<file path="src/rtl/median_filter_window_macros.svh">
// Assertion macros shared by the median filter RTL.
// Included by the modules that check their own logic; no other dependencies.
`ifndef MEDIAN_FILTER_WINDOW_MACROS_SVH
`define MEDIAN_FILTER_WINDOW_MACROS_SVH
`ifndef ASSERT_OFF
// The property must hold at every clock edge outside reset.
`define MFW_ASSERT(lbl, prop, msg) \
  lbl: assert property (@(posedge clk) disable iff (rst) prop) else $error(msg);
// Whenever the condition holds, the consequence must hold in the next cycle.
`define MFW_ASSERT_NEXT(lbl, ante, cons, msg) \
  lbl: assert property (@(posedge clk) disable iff (rst) (ante) |=> (cons)) else $error(msg);
`else
`define MFW_ASSERT(lbl, prop, msg)
`define MFW_ASSERT_NEXT(lbl, ante, cons, msg)
`endif
`endif

</file>
<file path="src/rtl/mfw_queue.sv">
// Small FIFO between the window front end and the median back end.
// Generic data width; depends only on the assertion macro header.
`include "median_filter_window_macros.svh"
module mfw_queue #(
  parameter int DW    = 8,
  parameter int DEPTH = 4
) (
  input  logic                         clk,
  input  logic                         rst,
  input  logic                         push,
  input  logic [DW-1:0]                push_data,
  input  logic                         pop,
  output logic                         head_valid,
  output logic [DW-1:0]                head_data,
  output logic [$clog2(DEPTH+1)-1:0]   count
);
  localparam int PW = (DEPTH > 1) ? $clog2(DEPTH) : 1;
  localparam int NW = $clog2(DEPTH+1);

  logic [DW-1:0] slots [DEPTH];
  logic [PW-1:0] wptr;
  logic [PW-1:0] rptr;
  logic          do_pop;

  assign do_pop     = pop && (count != '0);
  assign head_valid = (count != '0);
  assign head_data  = slots[rptr];

  always_ff @(posedge clk) begin
    if (rst) begin
      wptr  <= '0;
      rptr  <= '0;
      count <= '0;
    end else begin
      if (push) begin
        wptr <= (wptr == PW'(DEPTH-1)) ? '0 : wptr + PW'(1);
      end
      if (do_pop) begin
        rptr <= (rptr == PW'(DEPTH-1)) ? '0 : rptr + PW'(1);
      end
      count <= count + NW'(push) - NW'(do_pop);
    end
  end

  always_ff @(posedge clk) begin
    if (push) begin
      slots[wptr] <= push_data;
    end
  end

  `MFW_ASSERT(a_queue_no_overflow, !(push && !do_pop && count == NW'(DEPTH)), "queue overflow")
  `MFW_ASSERT(a_queue_pop_nonempty, !(pop && count == '0), "pop from empty queue")
endmodule

</file>
<file path="config.mk">
export PLATFORM = sky130hd
export DESIGN_NAME = mfw_queue
export DESIGN_NICKNAME = d
export VERILOG_FILES = /design/src/rtl/mfw_queue.sv
export VERILOG_INCLUDE_DIRS = /design/src /design/src/rtl
export SDC_FILE = /design/constraint.sdc
export NUM_CORES = 1
export LEC_CHECK = 0
export BUFFER_PORTS_ARGS = -buffer_cell sky130_fd_sc_hd__clkbuf_2
export CORE_MARGIN = 4
export CORE_UTILIZATION = 50
export CTS_CLUSTER_DIAMETER = 40
export DETAILED_ROUTE_END_ITERATION = 10
export PLACE_DENSITY = 0.76
export REMOVE_ABC_BUFFERS = 1
export SLEW_MARGIN = 20
export SYNTH_ARGS = -nofsm -noshare
export SYNTH_HDL_FRONTEND = slang
export SYNTH_SLANG_ARGS = --single-unit
</file>
<file path="constraint.sdc">
create_clock -name clk -period 2.1 [get_ports clk]
set_input_delay 0.105 -clock clk [delete_from_list [all_inputs] [get_ports clk]]
set_output_delay 0.105 -clock clk [all_outputs]
set_load 0.005 [all_outputs]
</file>
**Word level (Yosys, flattened, before mapping)**

Memory sizes are Yosys's and may differ from the RTL's. A register that Yosys moved wholly into a read port is not among the register bits.
Index checks and enable logic that the tools add are counted.
Widths: inputs -> output; s select.

- Output and inout bits: 12
- Input bits: 12
- Register bits after elaboration: 7
- Memories: 1
- Bits in latches: 0
- Memory bits (writable): 32
- Bits in read-only memories: 0

- Muxes and demuxes: 6
- Equal/unequal tests: 2
- Reductions and logical operators: 2
- Bitwise operators: 0
- Div/mod/pow operators: 0
- Add/sub/neg operators: 4
- Shift operators: 0
- Magnitude comparators: 0
- Multipliers: 0

Memories:

| name | words | bits a word | read ports | clocked after memory_dff | wr ports | RTL line | text |
|---|---|---|---|---|---|---|---|
| slots | 4 | 8 | 1 | 1 | 1 | mfw_queue.sv:20 | `logic [DW-1:0] slots [DEPTH];` |

Operator list:

| operator | number |
|---|---|
| $mux 2 | 4 |
| $add 2x1->2 const B | 2 |
| $eq 2x2->1 const B | 2 |
| $add 3x1->3 | 1 |
| $reduce_bool 3->1 | 1 |
| $sub 3x1->3 | 1 |
| $mux 1 | 2 |
| $logic_and 1x1->1 | 1 |

**Longest topological paths before layout**

Gate-level depths: netlist of the first run.

- Word-level depth: 4
- Gate-level depth with buffers: 8
- Mapped depth without buffers: 8

**Worst setup path after synthesis of the first run**

Ideal clock, no wire load.

- Kind: register to register
- Start point: register count[1]
- End point: register count[2]
- Setup slack: 218 ps
- Library setup time: 125 ps
- Stages on the path, launching flop included: 9
- Arrival: 1,758 ps
- Period minus slack after synthesis: 1,882 ps
- Buffers on the path: 0
- Cell sequence: dfxtp_1 -> o31a_1 -> ha_1 -> inv_1 -> ha_1 -> inv_1 -> fa_1 -> xnor3_1 -> nor2_1

- Word-level cells in the longest chain between the ends: 3
- Elaborated cells on any way between the ends: 4
- Those cells by class: 2 x add/sub; 2 x reduce/logical

Ends and longest elaborated chain:

| what | RTL line | text |
|---|---|---|
| start, declared | mfw_queue.sv:15 | `output logic [$clog2(DEPTH+1)-1:0] count` |
| start signal, assigned | mfw_queue.sv:41 | `count <= count + NW'(push) - NW'(do_pop);` |
| branches (longest 2 deep; another with $add 3x1->3) | -- |  |
| $sub 3x1->3 * | mfw_queue.sv:41 |  |

Mark *: on every way between the ends.
A chain may end at the register's enable or synchronous reset.

**Final worst setup path of the first run**

Ends and elaborated chain as after synthesis.

==> results of run 1 <==
[layout by cell type, fill, tap and decap left out]
cell type	Yosys	layout
sky130_fd_sc_hd__nor3_1	1	1
sky130_fd_sc_hd__dlygate4sd3_1	0	8
sky130_fd_sc_hd__dfxtp_1	9	9
sky130_fd_sc_hd__edfxtp_1	32	32
sky130_fd_sc_hd__or3_1	1	1
sky130_fd_sc_hd__o31a_1	1	1
sky130_fd_sc_hd__nand2b_1	3	3
sky130_fd_sc_hd__inv_1	5	5
sky130_fd_sc_hd__bufinv_16	0	1
sky130_fd_sc_hd__ha_1	7	7
sky130_fd_sc_hd__clkbuf_4	0	5
sky130_fd_sc_hd__mux2i_1	2	2
sky130_fd_sc_hd__mux4_1	3	3
sky130_fd_sc_hd__clkbuf_2	0	23
sky130_fd_sc_hd__mux4_2	5	5
sky130_fd_sc_hd__nor2_1	3	3
sky130_fd_sc_hd__a21oi_1	1	1
sky130_fd_sc_hd__clkbuf_1	2	1
sky130_fd_sc_hd__clkinv_1	0	1
sky130_fd_sc_hd__and2_1	4	4
sky130_fd_sc_hd__xnor3_1	1	1
sky130_fd_sc_hd__or3b_1	1	1
sky130_fd_sc_hd__nor2b_1	2	2
sky130_fd_sc_hd__mux2_4	1	1
sky130_fd_sc_hd__fa_1	1	1
[logic make-up (layout without fill, tap and decap cells)]
group / Yosys count / count (layout) / synth area share
simple gates: 15 / 15 / 0.0535
xor+xnor: 1 / 1 / 0.0138
flops: 41 / 41 / 0.697
compound gates: 2 / 2 / 0.00841
buf+inv: 8 / 44 / 0.0229
fa+ha+maj: 8 / 8 / 0.0657
mux: 11 / 11 / 0.138
[final timing paths]
check	from	to	cells after the start
max reg2reg	count[1]	count[2]	8
min	rst	count[1]	2
min reg2reg	rptr[1]	flip-flop	2
max	count[1]	count[2]	8
[state kept, by name (all words and copies together), names as in the netlist, named ones only]
| name | cells |
|---|---|
| slots | 32 |
| wptr | 2 |
| count | 3 |
| rptr | 2 |
[worst max-delay path, cell delays in order (launching register included)]
cell and delay, ps:
sky130_fd_sc_hd__dfxtp_1 380, sky130_fd_sc_hd__o31a_1 360, sky130_fd_sc_hd__ha_1 290, sky130_fd_sc_hd__inv_1 50, sky130_fd_sc_hd__ha_1 130, sky130_fd_sc_hd__inv_1 50, sky130_fd_sc_hd__fa_1 370, sky130_fd_sc_hd__xnor3_1 210
sky130_fd_sc_hd__nor2_1 40
[stage by stage]
stage	utilization	cells
floorplan	-	83
finish	0.626	166
CTS	0.626	166
detailed placement	0.576	150
global route	0.626	166
global placement	0.576	150
[timing repair]
action / CTS / global route
hold buffers: 8 / 0
setup endpoints to repair: 0 / 0
hold endpoints to repair: 32 / 0
[per-layer routing]
metal | part of all wire | up-vias
met5 | 0 | -
met4 | 0.020 | 0
met3 | 0.059 | 6
met2 | 0.50 | 20
met1 | 0.42 | 411
li1 | - | 399
[report_power, final]
part           total, mW  switching [mW]  internal [mW]  leakage [nW]
Combinational      0.432           0.163          0.269         0.330
Clock              0.486           0.238          0.248        0.0399
Sequential          1.03          0.0795          0.948         0.368
[cell type report]
class	instances	area, um^2	area share
clock buffer	6	41.3	0.0212
clock inverter	2	33.8	0.0174
inverter	5	18.8	0.00966
multi-input combinational	37	458	0.236
sequential	41	1140	0.587
tap	44	55.1	0.0283
timing repair buffer	31	195	0.100
==> reports/results.tsv, run 1 <==
metric	value	unit
fill cell instance count of the final layout	247	
setup slack, reg-to-reg	110	ps
final setup slack of the worst path	110	ps
highest clock frequency the design can meet	502	MHz
DRC viols	0	
prevailing post-synth register cell	sky130_fd_sc_hd__edfxtp_1	
TritonCTS clock tree	yes	
total negative slack	0	ps
Post-Route Hold Slack	24.7	ps
Worst-Margin Slew	494	ps
Site Rows	20	
final setup violation count	0	
number of instances in the synthesized netlist	86	
count of nets left with antenna violations after detail routing	0	
number of hold violations in the final report	0	
final antenna diode count	0	
endpoint kind of the worst setup timing path	flip-flop	
setup slack after placement	109	ps
x dimension of the die	65.2	um
max-cap violations	0	
Post-Syn Area per Cell	19.0	um^2
crit path max fanout	5	
number of design-rule violations left by the first detailed-router iteration	12	
number of buffers created by CTS	5	
mean routed wirelength per cell	14.7	um
Final Total Pwr	1.95	mW
proportion of register bits with asynchronous set or reset after synthesis	0	
cell area power density	1000	nW/um^2
Mapped Area	1640	um^2
Max rail drop VDD	0.663	mV
Initial Util	0.527	
met2 GRT Util	0.206	
Area growth, synth to finish	18.7	%
post-route fraction of the period consumed by the critical path	0.948	
detailed placer's ending HPWL	1690	um
clock transition at the register clock pins on the worst setup and hold paths after CTS	110	ps
Die Area	4250	um^2
Required @ worst endpoint	2350	ps
ratio of routed vias to standard cells	5.04	
H-Tree Depth	2	
run status	finished, final reports clean	
cell types with the largest area share after synthesis	sky130_fd_sc_hd__edfxtp_1 (59%), sky130_fd_sc_hd__dfxtp_1 (11%), sky130_fd_sc_hd__mux4_2 (6.9%), sky130_fd_sc_hd__ha_1 (5.4%), sky130_fd_sc_hd__mux4_1 (4.8%)	
worst min-delay path class	input port to flip-flop	
number of vias in the routed layout	836	
PortBufs	23	
gpl congestion	0.727	
startpoint-to-endpoint class of the critical path	flip-flop to flip-flop	
Post-Layout Inst Area	1940	um^2
largest net degree at the start of global routing	13	
buffer depth of the longest clock path	2	
Resized Gates After CTS	0	
number of iterations in the first detailed-routing pass	6	
Unique masters post-synth	21	
Die Y-Extent	65.2	um
total global routing overflow	0	
GR Util All Layers	0.131	
number of ports placed on the die boundary	24	
layout cell share with drive strength beyond 1	0.287	
nets@finish	141	
buffers inserted during post-CTS setup optimization	0	
library cell occupying the most area in the post-synthesis netlist	sky130_fd_sc_hd__edfxtp_1	
number of sinks handled by clock tree synthesis	41	
global routing met3 resource utilization	0.0564	
total of flip-flops plus latches after synthesis	41	
warnings from Yosys	0	
top cell type's share of synthesized area	0.587	
sum of routed wire length over all layers	2450	um
number of global-route vias before repair	828	
core area	3100	um^2
ranking of synthesized cells by instance count	sky130_fd_sc_hd__edfxtp_1 (32), sky130_fd_sc_hd__dfxtp_1 (9), sky130_fd_sc_hd__ha_1 (7), sky130_fd_sc_hd__inv_1 (5), sky130_fd_sc_hd__mux4_2 (5)	
sequential-to-total area share from yosys stat	0.697	
number of enable-type register cells in the synthesized netlist	32	
Slew Limit Headroom	0.670	
minimum clock period after layout	1990	ps
post-place instance area	1790	um^2
largest clock skew in the final design	10.8	ps
startpoint kind of the worst setup timing path	flip-flop	
Arr. time, crit path	2240	ps
leading cell type by number of instances after synthesis	sky130_fd_sc_hd__edfxtp_1	
antenna violations before repair	0	
GR peak layer	met2	
Clk Latency, worst-skew pair	340	ps
standby leakage power	0.738	nW
RSZ-0062 raised after global routing	false	
Pins Over Slew Limit	0	
met1 usage in global routing	0.154	
global-route wire length before repair	3860	um
clk root buf	sky130_fd_sc_hd__clkbuf_4	
Power figures use the tool's default switching activity.
==> inputs of run 2 (changes only) <==
Settings changed: CORE_UTILIZATION 50 to 55, PLACE_DENSITY 0.76 to 0.82.
==> run 2 against run 1 <==
Worst hold slack gained 12 ps. Highest routed layer unchanged. Global-route usage grew 1.1 points. Cell count shrank 7.8%. Sequential power is essentially flat. Core utilization grew 5.2 points. Critical path type unchanged.
==> reports/results.tsv, run 2 (same netlist as run 1, synthesis figures left out) <==
metric	value	unit	change
run status	finished, final reports clean		unchanged
Required @ worst endpoint	2340	ps	was 2350 ps
clk root buf	sky130_fd_sc_hd__clkbuf_4		unchanged
worst min-delay path class	input port to flip-flop		unchanged
number of ports placed on the die boundary	24		unchanged
final setup violation count	0		unchanged
standby leakage power	0.729	nW	was 0.738 nW
number of flip-flops under the largest register name	32		unchanged
gpl congestion	0.711		was 0.727
number of buffers created by CTS	5		unchanged
most frequent cells in the layout	sky130_fd_sc_hd__edfxtp_1 (32), sky130_fd_sc_hd__clkbuf_2 (23), sky130_fd_sc_hd__dfxtp_1 (9)		unchanged
core area	2810	um^2	was 3100 um^2
antenna violations before repair	0		unchanged
number of stages on the worst hold path	2		unchanged
commonest non-fill, non-tap cell in the layout	sky130_fd_sc_hd__edfxtp_1		unchanged
layout cell share with drive strength beyond 1	0.287		unchanged
max-cap violations	0		unchanged
cell area power density	949	nW/um^2	was 1000 nW/um^2
buffers inserted during post-CTS setup optimization	0		unchanged
Slew Limit Headroom	0.665		was 0.670
startpoint kind of the worst setup timing path	flip-flop		unchanged
Arr. time, crit path	2200	ps	was 2240 ps
post-route fraction of the period consumed by the critical path	0.937		was 0.948
Largest Register	slots		unchanged
Site Rows	19		was 20
Die Y-Extent	62.6	um	was 65.2 um
largest net degree at the start of global routing	13		unchanged
length in cells of the worst reg-to-reg path	8		unchanged
detailed placer's ending HPWL	1720	um	was 1690 um
Initial Util	0.583		was 0.527
buffer depth of the longest clock path	2		unchanged
total negative slack	0	ps	unchanged
crit path max fanout	5		unchanged
sum of routed wire length over all layers	2460	um	was 2450 um
largest clock skew in the final design	5.67	ps	was 10.8 ps
global-route wire length before repair	4110	um	was 3860 um
number of hold violations in the final report	0		unchanged
setup slack after placement	132	ps	was 109 ps
startpoint-to-endpoint class of the critical path	flip-flop to flip-flop		unchanged
count of nets left with antenna violations after detail routing	0		unchanged
number of global-route vias before repair	884		was 828
minimum clock period after layout	1970	ps	was 1990 ps
ratio of routed vias to standard cells	5.29		was 5.04
Max rail drop VDD	0.674	mV	was 0.663 mV
endpoint kind of the worst setup timing path	flip-flop		unchanged
H-Tree Depth	2		unchanged
Die Area	3910	um^2	was 4250 um^2
clock transition at the register clock pins on the worst setup and hold paths after CTS	100	ps	was 110 ps
Final Total Pwr	1.81	mW	was 1.95 mW
number of sinks handled by clock tree synthesis	41		unchanged
number of vias in the routed layout	810		was 836
mean routed wirelength per cell	16.1	um	was 14.7 um
number of iterations in the first detailed-routing pass	4		was 6
number of design-rule violations left by the first detailed-router iteration	25		was 12
GR Util All Layers	0.142		was 0.131
Worst-Margin Slew	502	ps	was 494 ps
highest clock frequency the design can meet	508	MHz	was 502 MHz
TritonCTS clock tree	yes		unchanged
nets@finish	141		unchanged
RSZ-0062 raised after global routing	false		unchanged
final antenna diode count	0		unchanged
final setup slack of the worst path	132	ps	was 110 ps
x dimension of the die	62.6	um	was 65.2 um
Area growth, synth to finish	16.2	%	was 18.7%
Clk Latency, worst-skew pair	340	ps	about the same
total global routing overflow	0		unchanged
registers with the highest flip-flop counts	slots (32), count (3)		unchanged
PortBufs	23		unchanged
DRC viols	0		unchanged
Pins Over Slew Limit	0		unchanged
setup slack, reg-to-reg	130	ps	was 110 ps
## run 2: final timing paths
| path | start | to |
|---|---|---|
| min | rst | count[1] |
| min reg2reg | rptr[1] | rptr[1] |
| max | count[1] | count[2] |
| max reg2reg | count[1] | count[2] |
## run 2: where the power goes
part	internal [mW]	switching [mW]	total [mW]	leakage [nW]
registers	0.948	0.0780	1.03	0.368
logic	0.267	0.164	0.430	0.330
clock network	0.121	0.228	0.349	0.0300
## run 2: final cells by class
class	instances	area (um^2)
clock buffers	5	37.5
clock inverters	3	12.5
fillers	198	903
inverters	5	18.8
multi-input cells	37	458
flip-flops and latches	41	1140
well taps	31	38.8
repair buffers	31	195
## run 2: routing by layer
layer  GRT usage  part of all wire
met5           0                 0
met4      0.0854             0.021
met3      0.0396             0.047
met2       0.226              0.49
met1       0.171              0.44
## run 2: repair_timing
| item | 4_1_cts | 5_1_grt |
|---|---|---|
| gates resized for setup | 0 | 0 |
| hold endpoints to repair | 32 | 0 |
| hold buffers | 8 | 0 |
## run 2: through the flow
stage | area [um^2] | hold slack [ps] | utilization | cells
final | 1900 | 36.9 | 0.678 | 153
after global routing | 1900 | 47.1 | 0.678 | 153
after CTS | 1900 | 22.7 | 0.678 | 153
after detailed placement | 1770 | 330 | 0.632 | 137
after global placement | 1770 | 317 | 0.632 | 137
after floorplan | 1620 | 172 | - | 83
## run 2: critical path, cell delays in order, from the launching register on
cell                      delay [ps]
sky130_fd_sc_hd__dfxtp_1         380
sky130_fd_sc_hd__o31a_1          350
sky130_fd_sc_hd__ha_1            290
sky130_fd_sc_hd__inv_1            60
sky130_fd_sc_hd__ha_1            130
sky130_fd_sc_hd__inv_1            50
sky130_fd_sc_hd__fa_1            370
sky130_fd_sc_hd__xnor3_1         210
sky130_fd_sc_hd__nor2_1           40
